<file path="src/rtl/tli_fifo.sv">
`default_nettype none

module tli_fifo #(
    parameter int WIDTH = 8,
    parameter int DEPTH = 2
) (
    input  logic             clk,
    input  logic             rst_n,
    input  logic             wr_en,
    input  logic [WIDTH-1:0] wr_data,
    output logic             full,
    input  logic             rd_en,
    output logic [WIDTH-1:0] rd_data,
    output logic             empty
);

    localparam int AW = (DEPTH > 1) ? $clog2(DEPTH) : 1;
    localparam int CW = $clog2(DEPTH + 1);
    localparam logic [AW-1:0] LAST     = AW'(DEPTH - 1);
    localparam logic [CW-1:0] CNT_FULL = CW'(DEPTH);

    logic [WIDTH-1:0] mem_reg [DEPTH];
    logic [AW-1:0]    wr_ptr_reg;
    logic [AW-1:0]    rd_ptr_reg;
    logic [CW-1:0]    count_reg;
    logic             do_wr;
    logic             do_rd;

    assign full    = (count_reg == CNT_FULL);
    assign empty   = (count_reg == '0);
    assign do_wr   = wr_en && !full;
    assign do_rd   = rd_en && !empty;
    assign rd_data = mem_reg[rd_ptr_reg];

    always_ff @(posedge clk)
    begin
        if (do_wr)
        begin
            mem_reg[wr_ptr_reg] <= wr_data;
        end
    end

    always_ff @(posedge clk or negedge rst_n)
    begin
        if (!rst_n)
        begin
            wr_ptr_reg <= '0;
            rd_ptr_reg <= '0;
            count_reg  <= '0;
        end
        else
        begin
            if (do_wr)
            begin
                wr_ptr_reg <= (wr_ptr_reg == LAST) ? '0 : wr_ptr_reg + 1'b1;
            end
            if (do_rd)
            begin
                rd_ptr_reg <= (rd_ptr_reg == LAST) ? '0 : rd_ptr_reg + 1'b1;
            end
            if (do_wr && !do_rd)
            begin
                count_reg <= count_reg + 1'b1;
            end
            else if (do_rd && !do_wr)
            begin
                count_reg <= count_reg - 1'b1;
            end
        end
    end

endmodule

`default_nettype wire

</file>
<file path="config.mk">
export PLATFORM = sky130hd
export DESIGN_NAME = tli_fifo
export DESIGN_NICKNAME = d
export VERILOG_FILES = /design/src/rtl/tli_fifo.sv
export SDC_FILE = /design/constraint.sdc
export NUM_CORES = 1
export LEC_CHECK = 0
export ABC_AREA = 1
export CAP_MARGIN = 25
export CORE_ASPECT_RATIO = 1.5
export CORE_MARGIN = 10
export CORE_UTILIZATION = 40
export DETAILED_ROUTE_END_ITERATION = 16
export DONT_BUFFER_PORTS = 1
export GPL_TIMING_DRIVEN = 0
export PLACE_DENSITY = 0.61
export SYNTH_ARGS = -nofsm -noshare
export SYNTH_HDL_FRONTEND = slang
export SYNTH_SLANG_ARGS = --single-unit
</file>
<file path="constraint.sdc">
create_clock -name clk -period 2.8 [get_ports clk]
set_clock_uncertainty 0.15 [all_clocks]
set_input_delay 0.56 -clock clk [delete_from_list [all_inputs] [get_ports clk]]
set_output_delay 0.56 -clock clk [all_outputs]
set_load 0.005 [all_outputs]
</file>
Word-level counts from Yosys, hierarchy flattened
Memories as Yosys holds them, arrays and structs flattened.
Cells that the tools add are included.
{ "totals": {"in_bits": 12, "ram_bits": 16, "mem_count": 1, "out_inout_bits": 10, "wordCells": 25, "regBits": 4} }
{ "memory_table": {"columns": ["name", "depth", "word_bits", "rd", "rd_clocked_by_memory_dff", "write_ports", "line", "source"], "rows": [
  ["mem_reg", 2, 8, 1, 0, 1, "22", "logic [WIDTH-1:0] mem_reg [DEPTH];"]
]} }
{ "classes": {"n_mux": 6, "reduce_logical": 10, "eq_ne": 1, "n_addsub": 4} }
{ "ops": {"columns": ["operator", "count"], "rows": [
  ["1-bit logical AND", 4],
  ["1-bit logical NOT", 4],
  ["1-bit 2-to-1 mux", 4],
  ["2-bit 2-to-1 mux", 2],
  ["1-bit adder (second input constant)", 2],
  ["2-bit by 1-bit adder with 2-bit output (second input constant)", 1],
  ["2-bit == test (second input constant)", 1],
  ["2-bit logical NOT", 1],
  ["2-bit nonzero test", 1],
  ["2-bit by 1-bit subtractor with 2-bit output (second input constant)", 1]
]} }

Logic depth before layout (Yosys ltp)
Gate-level depths: netlist of run 1.
{ "depth": {"word_depth": 7, "depth_mapped": 9} }

Worst setup path before layout of run 1
No wires, ideal clock.
{ "synth_path": {"path_kind": "input-to-reg", "startpoint": "input port wr_en", "endpoint": "memory mem_reg[1][0], enable pin", "stages": 2, "slack_ns": 1.250, "t_arrival_ns": 1.030, "path_buffers": 0, "t_required_ns": 2.279, "setup_time_ns": 0.371, "cell_sequence": "o21ai_0 > nor2_1"} }
{ "synth_between": {"elab_chain_cells": 3} }
{ "synth_rtl": {"columns": ["item", "line", "source"], "rows": [
  ["start, declared", "9", "input logic wr_en,"],
  ["1-bit logical AND", "31", "assign do_wr = wr_en && !full;"],
  ["1-bit 2-to-1 mux", "37", "if (do_wr)"],
  ["1-bit 2-to-1 mux (not written as such)", "39", "mem_reg[wr_ptr_reg] <= wr_data;"],
  ["end, declared", "22", null]
]} }
Every way passes these cells.

Worst setup path after layout of run 1
{ "layout_path": {"startpoint": "register rd_ptr_reg", "endpoint": "output port rd_data[1]"} }
{ "layout_between": {"elab_chain_cells": 1} }
{ "layout_rtl": {"columns": ["item", "line", "source"], "rows": [
  ["start, declared", "24", "logic [AW-1:0] rd_ptr_reg;"],
  ["start signal, assigned", "59", "rd_ptr_reg <= (rd_ptr_reg == LAST) ? '0 : rd_ptr_reg + 1'b1;"],
  ["memory 2 x 8 bit", null, null],
  ["end, declared", "13", "output logic [WIDTH-1:0] rd_data,"]
]} }
Every way passes these cells.

==> reports/qor.yml, run 1 <==
hold_violations: 0
grt_pass1_vias: 506
yosys_warnings: 0
seq_area_frac_synth: 0.717
power_density_mw_per_mm2: 1000
synth_compound_gate_area_share: 0.0124
power_w: 0.000886
overflow: 0
hold_end: "mem_reg[0][2]"
rsz0062_at_grt: "no"
r2r_setup_slack_ns: 1.07
r2r_start: "count_reg[1]"
dieHeight_um: 75.1
worst_pin_slew_ns: 0.725
ir_drop_uv: 488
min_from: "wr_data[2]"
dieArea_sq_mm: 0.00426
min_period_ns: 1.88
track_usage: 0.0720
diodes: 0
drtIter0Drc: 5
clk_pin_slew_ns: 0.10
drv_slew: 0
gp_congestion: 0.604
initial_core_util: 0.431
setup_tns_ns: 0
clockBufferDepth: 2
grt_max_degree: 12
fin_crit_sh: 0.670
grt_pass1_wl_mm: 2.37
die_x_um: 56.7
reg2reg_to: "mem_reg[1][4]"
clk_latency_ns: 0.29
cap_violations: 0
largest_reg_flops: 16
endpoint_kind: "output port"
hold_buffers: 1
layout_commonest_cell: "nand2_1"
setup_violations: 0
critPathRequiredTime_ns: 2.09
maxSlewHeadroom: 0.515
antenna_found_initial: 0
clock.fmax_mhz: 533
worstSetupPathType: "reg -> out"
synth-xor-area-share: 0.0108
synth_top_family_by_area: "simple AND/OR/NAND/NOR gates"
leakage_nw: 0.388
avgSynthCellArea_sq_um: 11.1
syn_nets: 86
cts_tree: "done"
yosys.area_share.simple: 0.201
synthMuxAreaShare: 0
wl_per_cell_um: 14.6
core_sq_mm: 0.00188
r2r_cells: 3
drt_first_pass_iters: 5
ys_ff_latch: 20
path_max_fanout: 10
antenna_left: 0
crit_arrival_ns: 1.17
cts_resized: 0
drive_gt1_frac: 0.103
portBuffers: 0
synth.distinct_cells: 14
cts_setup_buffers: 0
final_nets: 92
io-pin-count: 22
clock-sinks: 20
htree_num_levels: 1
synthCells: 73
min_path_cells: 0
area_growth_pct: 8.96
vias: 486
rows: 19
dpl.hpwl_mm: 1.13
layout_common_cells: "nand2_1 (33), edfxtp_1 (16), inv_1 (7)"
hold_class: "in -> reg"
totalWireLength_mm: 1.45
root_buffer: "clkbuf_4"
start_kind: "register"
numCtsBuffers: 3
drc: 0
mappedNetlistArea_sq_um: 810
status: "complete, no violations"
routed_via_density: 4.91
synth-adder-area-share: 0.0155
per-layer routing:
layer  part of all wire  vias to the layer above  wire (um)  track usage
met4              0.023                        0         34       0.0628
li1                   -                      244          -            -
met2               0.53                       13        766        0.121
met3              0.084                        2        121       0.0236
met1               0.36                      227        526       0.0703
met5                  0                        -          0            0
cells in the mapped netlist:
cell / count / area share
inv_2: 1 / 0.0046
nand2_1: 33 / 0.15
inv_1: 7 / 0.032
o21ai_0: 2 / 0.012
nor2_2: 2 / 0.015
dfrtp_1: 4 / 0.12
nor2_1: 2 / 0.0093
buf_2: 1 / 0.0062
nand3_1: 1 / 0.0062
ha_1: 1 / 0.015
edfxtp_1: 16 / 0.59
nand4_1: 1 / 0.0077
nand3b_1: 1 / 0.0093
xnor2_1: 1 / 0.011
area by class of cell:
type                       instances  area (sq um)
clock buffer                       4          36.3
buffer                             1          5.00
sequential                        20           581
inverter                           8          30.0
multi-input combinational         44           194
timing repair buffer               1          10.0
fill                             185           996
tap                               21          26.3
where the power goes:
group / switching, W / total, W / internal [W] / leakage (nW)
Sequential: 0.0000362 / 0.000450 / 0.000413 / 0.197
Clock: 0.0000805 / 0.000160 / 0.0000792 / 0.0210
Combinational: 0.000193 / 0.000277 / 0.0000842 / 0.170
cells by family (layout without fill, tap and decap cells):
| logic type | after synthesis | in the layout |
|---|---|---|
| and+or+nand+nor | 40 | 40 |
| DFF | 20 | 20 |
| buffers and inverters | 9 | 14 |
| AOI/OAI and AO/OA | 2 | 2 |
| adders and majority gates | 1 | 1 |
| xor gates and xnor gates | 1 | 1 |
metrics by stage:
| step | hold WS (ns) | setup slack (ns) | utilization | cell area [sq um] | instances |
|---|---|---|---|---|---|
| 2_1_floorplan | 0.114 | 1.25 | - | 810 | 73 |
| 3_3_place_gp | 0.115 | 1.02 | 0.445 | 836 | 94 |
| 3_5_place_dp | 0.115 | 1.03 | 0.445 | 836 | 94 |
| 4_1_cts | 0.200 | 0.884 | 0.470 | 882 | 99 |
| 5_1_grt | 0.190 | 0.812 | 0.470 | 882 | 99 |
| 6_report | 0.206 | 0.924 | 0.470 | 882 | 99 |
worst max path at each step:
stage | start | endpoint | cells past startpoint
3_5_place_dp | wr_en | mem_reg[1][5] | 2
5_1_grt | rd_ptr_reg | rd_data[5] | 4
3_3_place_gp | wr_en | mem_reg[1][5] | 2
2_1_floorplan | wr_en | mem_reg[1][0] | 2
4_1_cts | rd_ptr_reg | rd_data[2] | 4
6_report | rd_ptr_reg | rd_data[1] | 4
critical path, stage by stage (launching register included):
cell and delay (ns):
dfrtp_1 0.37, buf_2 0.19, inv_2 0.16, nand2_1 0.07
nand2_1 0.08
No activity file was read; power rests on OpenSTA's default activity.
==> run 2, diff against run 1 <==
--- a/config.mk
+++ b/config.mk
@@ -13,7 +13,7 @@
 export DETAILED_ROUTE_END_ITERATION = 16
 export DONT_BUFFER_PORTS = 1
 export GPL_TIMING_DRIVEN = 0
-export PLACE_DENSITY = 0.61
+export PLACE_DENSITY = 0.63
 export SYNTH_ARGS = -nofsm -noshare
 export SYNTH_HDL_FRONTEND = slang
 export SYNTH_SLANG_ARGS = --single-unit
==> constraint.sdc (replaced) <==
create_clock -name clk -period 1.5 [get_ports clk]
set_clock_uncertainty 0.15 [all_clocks]
set_input_delay 0.3 -clock clk [delete_from_list [all_inputs] [get_ports clk]]
set_output_delay 0.3 -clock clk [all_outputs]
set_load 0.005 [all_outputs]
==> reports/qor.yml, run 2 (synthesized netlist as in run 1, its figures left out) <==
status: "finished with violations"
failed_checks: "setup timing"
clockBufferDepth: 2  # unchanged
leakage_nw: 0.467  # +20%
grt_pass1_vias: 558  # +10%
numCtsBuffers: 3  # unchanged
dieHeight_um: 75.1  # unchanged
layout_common_cells: "nand2_1 (21), edfxtp_1 (16), nand2_2 (10), dlygate4sd3_1 (10), buf_4 (6)"
grt_max_degree: 12  # unchanged
crit_arrival_ns: 1.08  # -0.09 ns
ir_drop_uv: 922  # +89%
grt_pass1_wl_mm: 2.56  # +7.8%
diodes: 0  # unchanged
area_growth_pct: 37.9
critPathTopFamily: "flip-flops"
antenna_found_initial: 0  # unchanged
worst_pin_slew_ns: 0.303  # -0.423 ns
power_density_mw_per_mm2: 1830  # +82%
power_w: 0.00205  # +130%
cp_common_cell: "nand2_1"
totalWireLength_mm: 1.65  # +14%
path_cells: "buf_6 > clkinvlp_4 > nand2_1 > nand2_1"
endpoint_kind: "output port"
die_x_um: 56.7  # unchanged
core_sq_mm: 0.00188  # unchanged
cts_tree: "done"
layout_commonest_cell: "nand2_1"
path_depth: 4  # unchanged
drv_slew: 0  # unchanged
design_area_sq_mm: 0.00112  # +27%
gp_congestion: 0.709  # +17%
multi_input_comb_area_sq_um: 270  # +39%
dieArea_sq_mm: 0.00426  # unchanged
cp-endpoint: "rd_data[5]"
drive_gt1_frac: 0.372  # +0.270
r2r_cells: 6  # +3
track_usage: 0.0752  # +0.00314
path_max_fanout: 6  # -4
cpPeakStageDelay_ns: 0.38  # about the same
slowest_stage: "dfrtp_1"
seqCellArea_sq_um: 582  # +0.22%
io-pin-count: 22  # unchanged
crit_start: "rd_ptr_reg"
clk_latency_ns: 0.29  # about the same
fin_crit_sh: 1.02
antenna_left: 0  # unchanged
fillers: 163  # -12%
vias: 546  # +12%
start_kind: "register"
r2r_start: "count_reg[0]"
min_path_cells: 3  # +3
portBuffers: 0  # unchanged
drt_first_pass_iters: 3  # -2
critPathRequiredTime_ns: 1.05  # -1.04 ns
wl_per_cell_um: 14.3  # -2.0%
root_buffer: "clkbuf_4"
setup_violations: 3  # +3
layout_setup_ws_ns: -0.0289  # -0.953 ns
worstSetupPathType: "reg -> out"
path_buf_inv: 2  # unchanged
largest_reg_flops: 16  # unchanged
clock.fmax_mhz: 654
htree_num_levels: 1  # unchanged
maxSlewHeadroom: 0.796  # +0.281
reg2reg_to: "count_reg[1]"
cap_violations: 0  # unchanged
clk_pin_slew_ns: 0.11  # about the same
overflow: 0  # unchanged
hold_violations: 0  # unchanged
rows: 19  # unchanged
drtIter0Drc: 7  # +2
clock-sinks: 20  # unchanged
final_nets: 108  # +17%
dp_slack_ns: -0.217  # -1.25 ns
placed_cell_area_sq_um: 836  # unchanged
r2r_setup_slack_ns: 0.06  # -1.01 ns
routed_via_density: 4.75  # -3.3%
min_from: "rd_en"
utilization: 0.594  # +0.125
hold_class: "in -> reg"
drc: 0  # unchanged
rsz0062_at_grt: "yes"
dpl.hpwl_mm: 1.11  # -2.2%
initial_core_util: 0.431  # unchanged
min_period_ns: 1.53
run 2: cell types whose count changed in the layout (fill, tap and decap cells not counted), sizes merged:
cell and delta:
clkinvlp +1, dlygate4sd3 +9, buf +6
run 2: metal layers:
layer / global-route usage / wire [um]
met1: 0.0723 / 652
met2: 0.138 / 888
met3: 0.0269 / 99
met4: 0.0393 / 9
met5: 0 / 0
run 2: repair_timing:
action | 4_1_cts | 5_1_grt
gates cloned | 2 | 0
endpoints found under the hold margin | 20 | 1
setup buffers | 5 | 1
pin swaps | 7 | 4
setup endpoints to repair | 25 | 10
resized for setup | 22 | 9
hold buffers | 9 | 1
run 2: how the worst min path moves through the flow:
stage | end | slack [ns]
floorplan | count_reg[0] | -0.15
global placement | wr_ptr_reg | -0.15
detailed placement | wr_ptr_reg | -0.15
CTS | rd_ptr_reg | 0.004
global route | rd_ptr_reg | 0.07
finish | rd_ptr_reg | 0.07
run 2: per-stage QoR:
stage / TNS [ns] / instances / hold WS [ns]
2_1_floorplan: 0 / 73 / -0.146
3_3_place_gp: -1.62 / 94 / -0.145
3_5_place_dp: -2.14 / 94 / -0.145
4_1_cts: -0.146 / 114 / 0.00390
5_1_grt: -0.496 / 115 / 0.0659
6_report: -0.0723 / 115 / 0.0681
run 2: worst reg2reg max path: stages (launching register included):
cell and delay, ns:
dfrtp_2 0.50, o21ai_2 0.23, ha_4 0.25, inv_2 0.05, nand3_1 0.07, nand2_1 0.06
nand2_1 0.04
run 2: final cells by class:
cell class / count / share of cell area
timing repair buffer: 16 / 0.130
sequential: 20 / 0.521
tap: 21 / 0.0235
inverter: 8 / 0.0336
timing repair inverter: 1 / 0.00673
buffer: 1 / 0.0101
clock buffer: 4 / 0.0325
multi-input combinational: 44 / 0.242
run 2: where the power goes:
group	switching, W	total (W)	internal, W	leakage (nW)
logic	0.000505	0.000869	0.000364	0.251
registers	0.000103	0.000877	0.000774	0.196
clock network	0.000151	0.000299	0.000148	0.0210
total	0.000759	0.00205	0.00129	0.467
