**config.mk**
```make
export PLATFORM = sky130hd
export DESIGN_NAME = tli_front
export DESIGN_NICKNAME = d
export VERILOG_FILES = /design/src/rtl/tli_pkg.sv /design/src/rtl/tli_ram.sv /design/src/rtl/tli_front.sv
export SDC_FILE = /design/constraint.sdc
export NUM_CORES = 1
export LEC_CHECK = 0
export BUFFER_PORTS_ARGS = -buffer_cell sky130_fd_sc_hd__buf_2
export CAP_MARGIN = 0
export CORE_MARGIN = 2
export CORE_UTILIZATION = 68
export CTS_BUF_LIST = sky130_fd_sc_hd__clkbuf_16
export CTS_CLUSTER_DIAMETER = 120
export DETAILED_ROUTE_END_ITERATION = 8
export HOLD_SLACK_MARGIN = 0.08
export PLACE_DENSITY_LB_ADDON = 0.15
export SETUP_SLACK_MARGIN = 0.05
export SLEW_MARGIN = 20
export SYNTH_ARGS = -nofsm -noshare
export SYNTH_HDL_FRONTEND = slang
export SYNTH_SLANG_ARGS = --single-unit
```
**constraint.sdc**
```tcl
create_clock -name clk -period 6.5 [get_ports clk]
set_input_delay 1.3 -clock clk [delete_from_list [all_inputs] [get_ports clk]]
set_output_delay 1.3 -clock clk [all_outputs]
set_load 0.01 [all_outputs]
```
**src/rtl/tli_pkg.sv**
```systemverilog
`default_nettype none

package tli_pkg;

    localparam int POS_W     = 24;
    localparam int LEN_W     = 18;
    localparam int ANG_W     = 16;
    localparam int CFG_W     = 24;
    localparam int CFG_IDX_W = 3;

    // request commands
    localparam logic [1:0] CMD_FEED    = 2'd0;
    localparam logic [1:0] CMD_LOAD    = 2'd1;
    localparam logic [1:0] CMD_RESTART = 2'd2;

    // action table codes
    localparam logic [2:0] ACT_NONE    = 3'd0;
    localparam logic [2:0] ACT_FORWARD = 3'd1;
    localparam logic [2:0] ACT_LEFT    = 3'd2;
    localparam logic [2:0] ACT_RIGHT   = 3'd3;
    localparam logic [2:0] ACT_PUSH    = 3'd4;
    localparam logic [2:0] ACT_POP     = 3'd5;

    // operations passed from front to back
    typedef logic [2:0] op_t;
    localparam op_t OP_NONE    = 3'd0;
    localparam op_t OP_FORWARD = 3'd1;
    localparam op_t OP_LEFT    = 3'd2;
    localparam op_t OP_RIGHT   = 3'd3;
    localparam op_t OP_PUSH    = 3'd4;
    localparam op_t OP_POP     = 3'd5;
    localparam op_t OP_RESTART = 3'd6;

    // result status
    localparam logic [1:0] STATUS_SEGMENT   = 2'd0;
    localparam logic [1:0] STATUS_OVERFLOW  = 2'd1;
    localparam logic [1:0] STATUS_UNDERFLOW = 2'd2;

    // configuration register indexes
    localparam logic [CFG_IDX_W-1:0] CFG_ANGLE_STEP     = 3'd0;
    localparam logic [CFG_IDX_W-1:0] CFG_LEN_SCALE      = 3'd1;
    localparam logic [CFG_IDX_W-1:0] CFG_START_X        = 3'd2;
    localparam logic [CFG_IDX_W-1:0] CFG_START_Y        = 3'd3;
    localparam logic [CFG_IDX_W-1:0] CFG_INITIAL_LENGTH = 3'd4;

    localparam logic [LEN_W-1:0] LEN_MAX          = 18'h3FFFF;
    localparam logic [LEN_W-1:0] LEN_RESET        = 18'd13107;  // 0.2 in Q2.16
    localparam logic [LEN_W-1:0] LEN_FACTOR_RESET = 18'd65536;  // 1.0 in Q2.16
    localparam logic [ANG_W-1:0] QUARTER_TURN     = 16'h4000;
    localparam logic [ANG_W-1:0] HALF_TURN        = 16'h8000;

    typedef struct packed {
        logic [1:0] cmd;
        logic [7:0] symbol;
        logic [2:0] action_code;
    } in_item_t;

    typedef struct packed {
        logic [1:0]              status;
        logic signed [POS_W-1:0] seg_start_x;
        logic signed [POS_W-1:0] seg_start_y;
        logic signed [POS_W-1:0] seg_end_x;
        logic signed [POS_W-1:0] seg_end_y;
    } res_item_t;

    typedef struct packed {
        logic [ANG_W-1:0]        angle_step;
        logic [LEN_W-1:0]        len_scale;
        logic signed [POS_W-1:0] start_x;
        logic signed [POS_W-1:0] start_y;
        logic [LEN_W-1:0]        initial_length;
    } cfg_t;

    // quarter-wave sine, 65 points, Q1.16
    function automatic logic [16:0] quarter_sine(input logic [6:0] idx);
        logic [16:0] v;
        case (idx)
            7'd0:  v = 17'd0;
            7'd1:  v = 17'd1608;
            7'd2:  v = 17'd3216;
            7'd3:  v = 17'd4821;
            7'd4:  v = 17'd6424;
            7'd5:  v = 17'd8022;
            7'd6:  v = 17'd9616;
            7'd7:  v = 17'd11204;
            7'd8:  v = 17'd12785;
            7'd9:  v = 17'd14359;
            7'd10: v = 17'd15924;
            7'd11: v = 17'd17479;
            7'd12: v = 17'd19024;
            7'd13: v = 17'd20557;
            7'd14: v = 17'd22078;
            7'd15: v = 17'd23586;
            7'd16: v = 17'd25079;
            7'd17: v = 17'd26558;
            7'd18: v = 17'd28020;
            7'd19: v = 17'd29466;
            7'd20: v = 17'd30893;
            7'd21: v = 17'd32302;
            7'd22: v = 17'd33692;
            7'd23: v = 17'd35061;
            7'd24: v = 17'd36410;
            7'd25: v = 17'd37736;
            7'd26: v = 17'd39040;
            7'd27: v = 17'd40320;
            7'd28: v = 17'd41576;
            7'd29: v = 17'd42806;
            7'd30: v = 17'd44011;
            7'd31: v = 17'd45190;
            7'd32: v = 17'd46341;
            7'd33: v = 17'd47464;
            7'd34: v = 17'd48559;
            7'd35: v = 17'd49624;
            7'd36: v = 17'd50660;
            7'd37: v = 17'd51665;
            7'd38: v = 17'd52639;
            7'd39: v = 17'd53581;
            7'd40: v = 17'd54491;
            7'd41: v = 17'd55368;
            7'd42: v = 17'd56212;
            7'd43: v = 17'd57022;
            7'd44: v = 17'd57797;
            7'd45: v = 17'd58538;
            7'd46: v = 17'd59244;
            7'd47: v = 17'd59913;
            7'd48: v = 17'd60547;
            7'd49: v = 17'd61144;
            7'd50: v = 17'd61705;
            7'd51: v = 17'd62228;
            7'd52: v = 17'd62714;
            7'd53: v = 17'd63162;
            7'd54: v = 17'd63572;
            7'd55: v = 17'd63943;
            7'd56: v = 17'd64277;
            7'd57: v = 17'd64571;
            7'd58: v = 17'd64827;
            7'd59: v = 17'd65043;
            7'd60: v = 17'd65220;
            7'd61: v = 17'd65358;
            7'd62: v = 17'd65457;
            7'd63: v = 17'd65516;
            7'd64: v = 17'd65536;
            default: v = 17'd0;
        endcase
        return v;
    endfunction

endpackage

`default_nettype wire

```
**src/rtl/tli_ram.sv**
```systemverilog
`default_nettype none

module tli_ram #(
    parameter int WIDTH = 8,
    parameter int DEPTH = 16,
    localparam int AW = $clog2(DEPTH)
) (
    input  logic             clk,
    input  logic             we,
    input  logic [AW-1:0]    waddr,
    input  logic [WIDTH-1:0] wdata,
    input  logic             re,
    input  logic [AW-1:0]    raddr,
    output logic [WIDTH-1:0] rdata
);

    logic [WIDTH-1:0] mem_reg [DEPTH];

    always_ff @(posedge clk)
    begin
        if (we)
        begin
            mem_reg[waddr] <= wdata;
        end
        if (re)
        begin
            rdata <= mem_reg[raddr];
        end
    end

endmodule

`default_nettype wire

```
**src/rtl/tli_front.sv**
```systemverilog
`default_nettype none

module tli_front #(
    parameter int SYMBOL_COUNT = 256
) (
    input  logic              clk,
    input  logic              rst_n,
    input  logic              push,
    output logic              full,
    input  tli_pkg::in_item_t item,
    output logic              op_write,
    output tli_pkg::op_t      op_data,
    input  logic              op_full
);

    import tli_pkg::*;

    localparam int SAW = $clog2(SYMBOL_COUNT);
    localparam logic [8:0] SYM_LIMIT = 9'(SYMBOL_COUNT);

    logic [SYMBOL_COUNT-1:0] valid_reg;
    logic                    s1_valid_reg;
    logic [1:0]              s1_cmd_reg;
    logic                    s1_hit_reg;
    logic [2:0]              tbl_rdata;
    logic [SAW-1:0]          idx;
    logic                    in_range;
    logic                    accept;
    logic                    tbl_we;
    logic                    tbl_re;
    logic                    entry_valid;
    op_t                     s1_op;

    assign idx         = item.symbol[SAW-1:0];
    assign in_range    = ({1'b0, item.symbol} < SYM_LIMIT);
    assign entry_valid = in_range ? valid_reg[idx] : 1'b0;
    assign accept      = push && !full;
    assign tbl_we      = accept && (item.cmd == CMD_LOAD) && in_range;
    assign tbl_re      = accept && (item.cmd == CMD_FEED) && in_range;

    tli_ram #(
        .WIDTH(3),
        .DEPTH(SYMBOL_COUNT)
    ) u_action_ram (
        .clk  (clk),
        .we   (tbl_we),
        .waddr(idx),
        .wdata(item.action_code),
        .re   (tbl_re),
        .raddr(idx),
        .rdata(tbl_rdata)
    );

    // decode the looked-up action into a back-end operation
    always_comb
    begin
        s1_op = OP_NONE;
        case (s1_cmd_reg)
            CMD_FEED:
            begin
                if (s1_hit_reg)
                begin
                    case (tbl_rdata)
                        ACT_FORWARD: s1_op = OP_FORWARD;
                        ACT_LEFT:    s1_op = OP_LEFT;
                        ACT_RIGHT:   s1_op = OP_RIGHT;
                        ACT_PUSH:    s1_op = OP_PUSH;
                        ACT_POP:     s1_op = OP_POP;
                        default:     s1_op = OP_NONE;
                    endcase
                end
            end
            CMD_RESTART: s1_op = OP_RESTART;
            default:     s1_op = OP_NONE;
        endcase
    end

    // hold the classified request while the queue is full; drop no-ops
    assign full     = s1_valid_reg && (s1_op != OP_NONE) && op_full;
    assign op_write = s1_valid_reg && (s1_op != OP_NONE) && !op_full;
    assign op_data  = s1_op;

    always_ff @(posedge clk or negedge rst_n)
    begin
        if (!rst_n)
        begin
            valid_reg    <= '0;
            s1_valid_reg <= 1'b0;
        end
        else
        begin
            s1_valid_reg <= accept || full;
            if (tbl_we)
            begin
                valid_reg[idx] <= 1'b1;
            end
        end
    end

    always_ff @(posedge clk)
    begin
        if (accept)
        begin
            s1_cmd_reg <= item.cmd;
            s1_hit_reg <= entry_valid;
        end
    end

endmodule

`default_nettype wire

```
* Yosys cells after proc, flatten, opt, wreduce, memory -nomap -nowiden
Memory sizes are Yosys's and may differ from the RTL's. A register that Yosys moved wholly into a read port is not among the register bits.
Index checks and enable logic that the tools add are counted.
** Storage, ports and cells
- Bits in registers :: 260
- Memory bits (writable) :: 768
- Bits of input ports :: 17
- Output and inout port bits :: 5
- Logic and storage cells :: 37
- Memories :: 1
** Cells by class
- Order comparisons :: 2
- Eq/ne operators :: 7
- Multiplexer cells :: 9
- Bitwise logic cells :: 1
- Reductions and logical operators :: 13
** Memory list
- u_action_ram.mem_reg :: depth 256, width 3, read ports 1, clocked after Yosys merged registers in 1, write ports 1, line tli_ram.sv:17 : logic [WIDTH-1:0] mem_reg [DEPTH];
** Operators by type and width (number)
- 256-bit bitwise OR :: 1
- 3-bit case mux with 5 select lines :: 1
- 8-bit by 9-bit less-than comparator with 1-bit output (second input constant) :: 1
- 1-bit binary-select mux with 8-bit select :: 1
- 1-bit demux with 8-bit select :: 1
- 8-bit by 1-bit >= comparator with 1-bit output (second input constant) :: 1
- 1-bit logical AND :: 7
- 3-bit by 2-bit equality test with 1-bit output (second input constant) :: 2
- 3-bit equality test (second input constant) :: 2
- 3-bit case mux with 2 select lines :: 1
- 2-bit logical NOT :: 2
- 1-bit two-way mux :: 4
- 3-bit by 1-bit equality test with 1-bit output (second input constant) :: 1
- 3-bit two-way mux :: 1
- 3-bit nonzero test :: 1
- 2-bit by 1-bit equality test with 1-bit output (second input constant) :: 1
- 2-bit equality test (second input constant) :: 1
- 1-bit logical NOT :: 2
- 1-bit logical OR :: 1

* Logic depth before layout (Yosys ltp)
- Depth in word-level cells :: 12
- Mapped depth :: 9
- Gate-level depth less buffers :: 7

* Cells and area by module
Synthesis repeated with hierarchy kept, for this count alone.
** Second synthesis, totals
- Cells, all modules :: 2510
- Area, all modules :: 42236.8 µm²
** By module, submodules not included
- tli_ram :: times used 1, cells an instance 1713, area each 31068.5 µm², seq. area each 23152.2 µm²
- tli_front :: times used 1, cells an instance 797, area each 11168.2 µm², seq. area each 6521.3 µm²

* Worst setup path before layout
OpenSTA, ideal clock, no wires.
- Kind :: input port to flip-flop
- Start point :: input item[3] (netlist name)
- End point :: register u_action_ram.rdata[0], read port of u_action_ram.mem_reg (data pin)
- Setup time :: 275 ps
- Arrival :: 2992 ps
- Data required time :: 6225 ps
- Path slack :: 3232 ps
- Cell stages on the path :: 8
- Path buffers :: 3
- Path through :: buf_2 -> buf_6 -> buf_2 -> mux4_2 -> a22oi_1 -> a21oi_1 -> o41ai_1 -> nand4_1
** RTL lines
- from (decl) :: line tli_front.sv:10 : input tli_pkg::in_item_t item,
- to (decl) :: line tli_ram.sv:14 : output logic [WIDTH-1:0] rdata

==> results.md <==
- Crit-path max FO: 112
- Remaining DRCs: 0
- # diodes: 0
- Core Footprint: 60200 sq um
- Initial antenna violation count: 1
- Initial Util: 68.6%
- CP cell instances: buf_8, buf_4, mux4_2, a22oi_1, a21oi_1, o41ai_1, nand4_1
- Clock slew at reported path FFs: 0.06 ns
- Port bufs: 21
- Fin. Hold Viols: 0
- Post-synth cell types: 29
- Synth Cell Area: 41300 sq um
- Clk root buf: clkbuf_16
- Max Cap Viol: 0
- Hold Path Class: reg -> reg
- Clk sinks: 1031
- Die height: 250 um
- WP data required: 6.84 ns
- Cell count after synthesis: 2344
- DR vias/cell: 7.14
- Ports: 22
- TritonCTS clock tree: done
- Share of cells above drive strength 1: 20.8%
- Synth Register Bits: 1031
- Outcome: complete, no violations
- Die width: 250 um
- Tmin final: 4.35 ns
- Clk Latency, worst-skew pair: 0.66 ns
- Worst Skew: 0.0378 ns
- RSZ-0062 raised after global routing: false
- H-Tree Depth: 3
- Period utilisation layout: 67.0%
- CTS Buf Count: 97
- Worst R2R Setup Slack: 2.16 ns
- CP startpoint kind: input port
- Mean post-synth cell area: 17.6 sq um
- Die area: 62700 sq um
- Arrival time worst endpoint: 4.70 ns
- Warnings from Yosys: 0
- Crit path to: u_action_ram.rdata[1]
- Post-detailed-route wirelength per cell: 31.0 um
- Slowest-stage cell, CP: buf_4
- Area grow syn2layout: 9.79%
- Post-CTS Setup Repair Bufs: 0
- Seq/Total Area, Yosys: 71.8%
- Final Setup Violations: 0
- Worst Setup SP: item[4]
- Reg-to-reg endpoint: u_action_ram.mem_reg[246][1]
- DR iter-0 viols: 3239
- Measured slew at the worst slew-check pin: 1.18 ns
- Post-DRT Antenna Nets: 0
- Syn_nets: 2363
- Longest Clk Path Bufs: 3
- CP Class: in -> reg
- CP max stage delay: 0.82 ns
- FP Rows: 90
- Rel. slew slack: 20.9%
- Reg2reg start: u_action_ram.rdata[1]
- Vias post-DR: 22737
- Tot GR Track Use: 32.7%
- First drt pass iteration count: 5
- Dpl hpwl: 55300 um
- Max FFs per register: 768
- Leakage Power: 15.5 nW
- Hold buffer count at cts: 0
- Gr ovfl total: 0
- Achievable frequency: 230 MHz
- Nets: 2341
- RePlAce Congestion: 0.824
- Tot Pwr: 13.4 mW
- PwrDens: 294 nW/um^2
- Worst reg2reg path depth: 10
- Max Transition Viols Final: 0
- First-pass GRT wire length: 150000 um
- Post-cts repair resize count: 0
- Crit end category: flip-flop
- Pin count of the biggest net entering global routing: 146
- Vias in the first global route: 23560
- Post-route setup TNS: 0 ns
- Total Wirelength: 98900 um
- Worst vdd ir: 0.000368 V
metal layers:
layer  vias to the layer above  global-route usage, %  part of all wire (%)
met5                         -                      0                0.0091
met4                         2                   10.6                   2.7
met3                       170                   7.35                    12
met2                      1532                   50.4                    48
met1                     11819                   47.8                    38
li1                       9214                      -                     -
cell usage after synthesis (all sizes together):
library cell / count / area (sq um)
nand2b: 8 / 50.1
nor3: 38 / 190
nor4bb: 1 / 10.0
a21oi: 67 / 335
nand2: 15 / 56.3
nor3b: 1 / 7.51
buf: 60 / 320
nand4: 22 / 138
mux4: 256 / 5770
o31ai: 37 / 278
o211ai: 1 / 7.51
o21ai: 3 / 15.0
or2: 2 / 12.5
ha: 2 / 25.0
inv: 42 / 158
dfrtp: 257 / 6430
a22oi: 128 / 961
o21bai: 219 / 1640
edfxtp: 774 / 23200
nor2b: 8 / 50.1
clkbuf: 147 / 552
and3: 1 / 6.26
nor2: 229 / 860
o41ai: 16 / 140
nand3: 4 / 20.0
and2: 6 / 37.5
worst min path at each step:
stage	startpoint	end	slack (ns)	cells after the start
after floorplan	valid_reg[106]	valid_reg[106]	0.43	2
after global placement	valid_reg[218]	valid_reg[218]	0.44	2
after detailed placement	valid_reg[27]	valid_reg[27]	0.45	2
after CTS	valid_reg[27]	valid_reg[27]	0.46	2
after global routing	valid_reg[178]	valid_reg[178]	0.48	1
final	valid_reg[10]	valid_reg[10]	0.46	2
where the power goes:
| group | internal (mW) | total (mW) | switching [mW] | leakage [nW] |
|---|---|---|---|---|
| combinational | 0.222 | 0.635 | 0.413 | 3.52 |
| clock | 3.18 | 5.56 | 2.38 | 1.63 |
| sequential | 7.13 | 7.15 | 0.0227 | 10.3 |
| total | 10.5 | 13.4 | 2.82 | 15.5 |
kinds of logic (layout without fill, tap and decap cells):
family          count (synthesis)  count (layout)  share of synthesized area (%)
compound gates                471             471                           8.18
fa+ha+maj                       2               2                         0.0606
buf+inv                       249             308                           2.49
flops                        1031            1031                           71.8
mux                           256             256                           14.0
simple gates                  335             335                           3.48
per-stage QoR:
step,util [%],setup WS [ns],hold WS (ns),instance area (sq um),cells
global route,75.3,2.01,0.480,45400,3185
detailed placement,70.1,1.55,0.448,42200,3005
finish,75.3,2.15,0.463,45400,3185
floorplan,-,3.23,0.431,41300,2344
CTS,75.3,2.19,0.463,45300,3185
global placement,70.0,1.36,0.442,42200,3002
placed cells by master (no fill, tap or decap), types with 22 or more instances in the layout:
master / synthesis / routed
o31ai_1: 37 / 37
mux4_2: 256 / 256
nand4_1: 22 / 22
o21bai_1: 219 / 219
edfxtp_1: 774 / 774
inv_1: 42 / 66
a21oi_1: 67 / 67
clkbuf_16: 0 / 100
nor2_1: 229 / 228
dfrtp_1: 257 / 257
buf_4: 7 / 55
nor3_1: 38 / 38
a22oi_1: 128 / 128
critical path: cells and delay by family:
family / cells / cell delay, ns
AND/OR/NAND/NOR: 1 / 0.18
AO/OA/AOI/OAI: 3 / 1.21
buffers and inverters: 2 / 1.42
multiplexers: 1 / 0.41
layout make-up:
type,instances,area [sq um]
sequential,1031,29700
fill,3252,14900
multi-input combinational,1064,10700
clock buffer,100,2500
tap,782,978
timing repair buffer,86,744
clock inverter,80,628
inverter,42,158
Note: power is estimated with default switching activity, not from simulation.
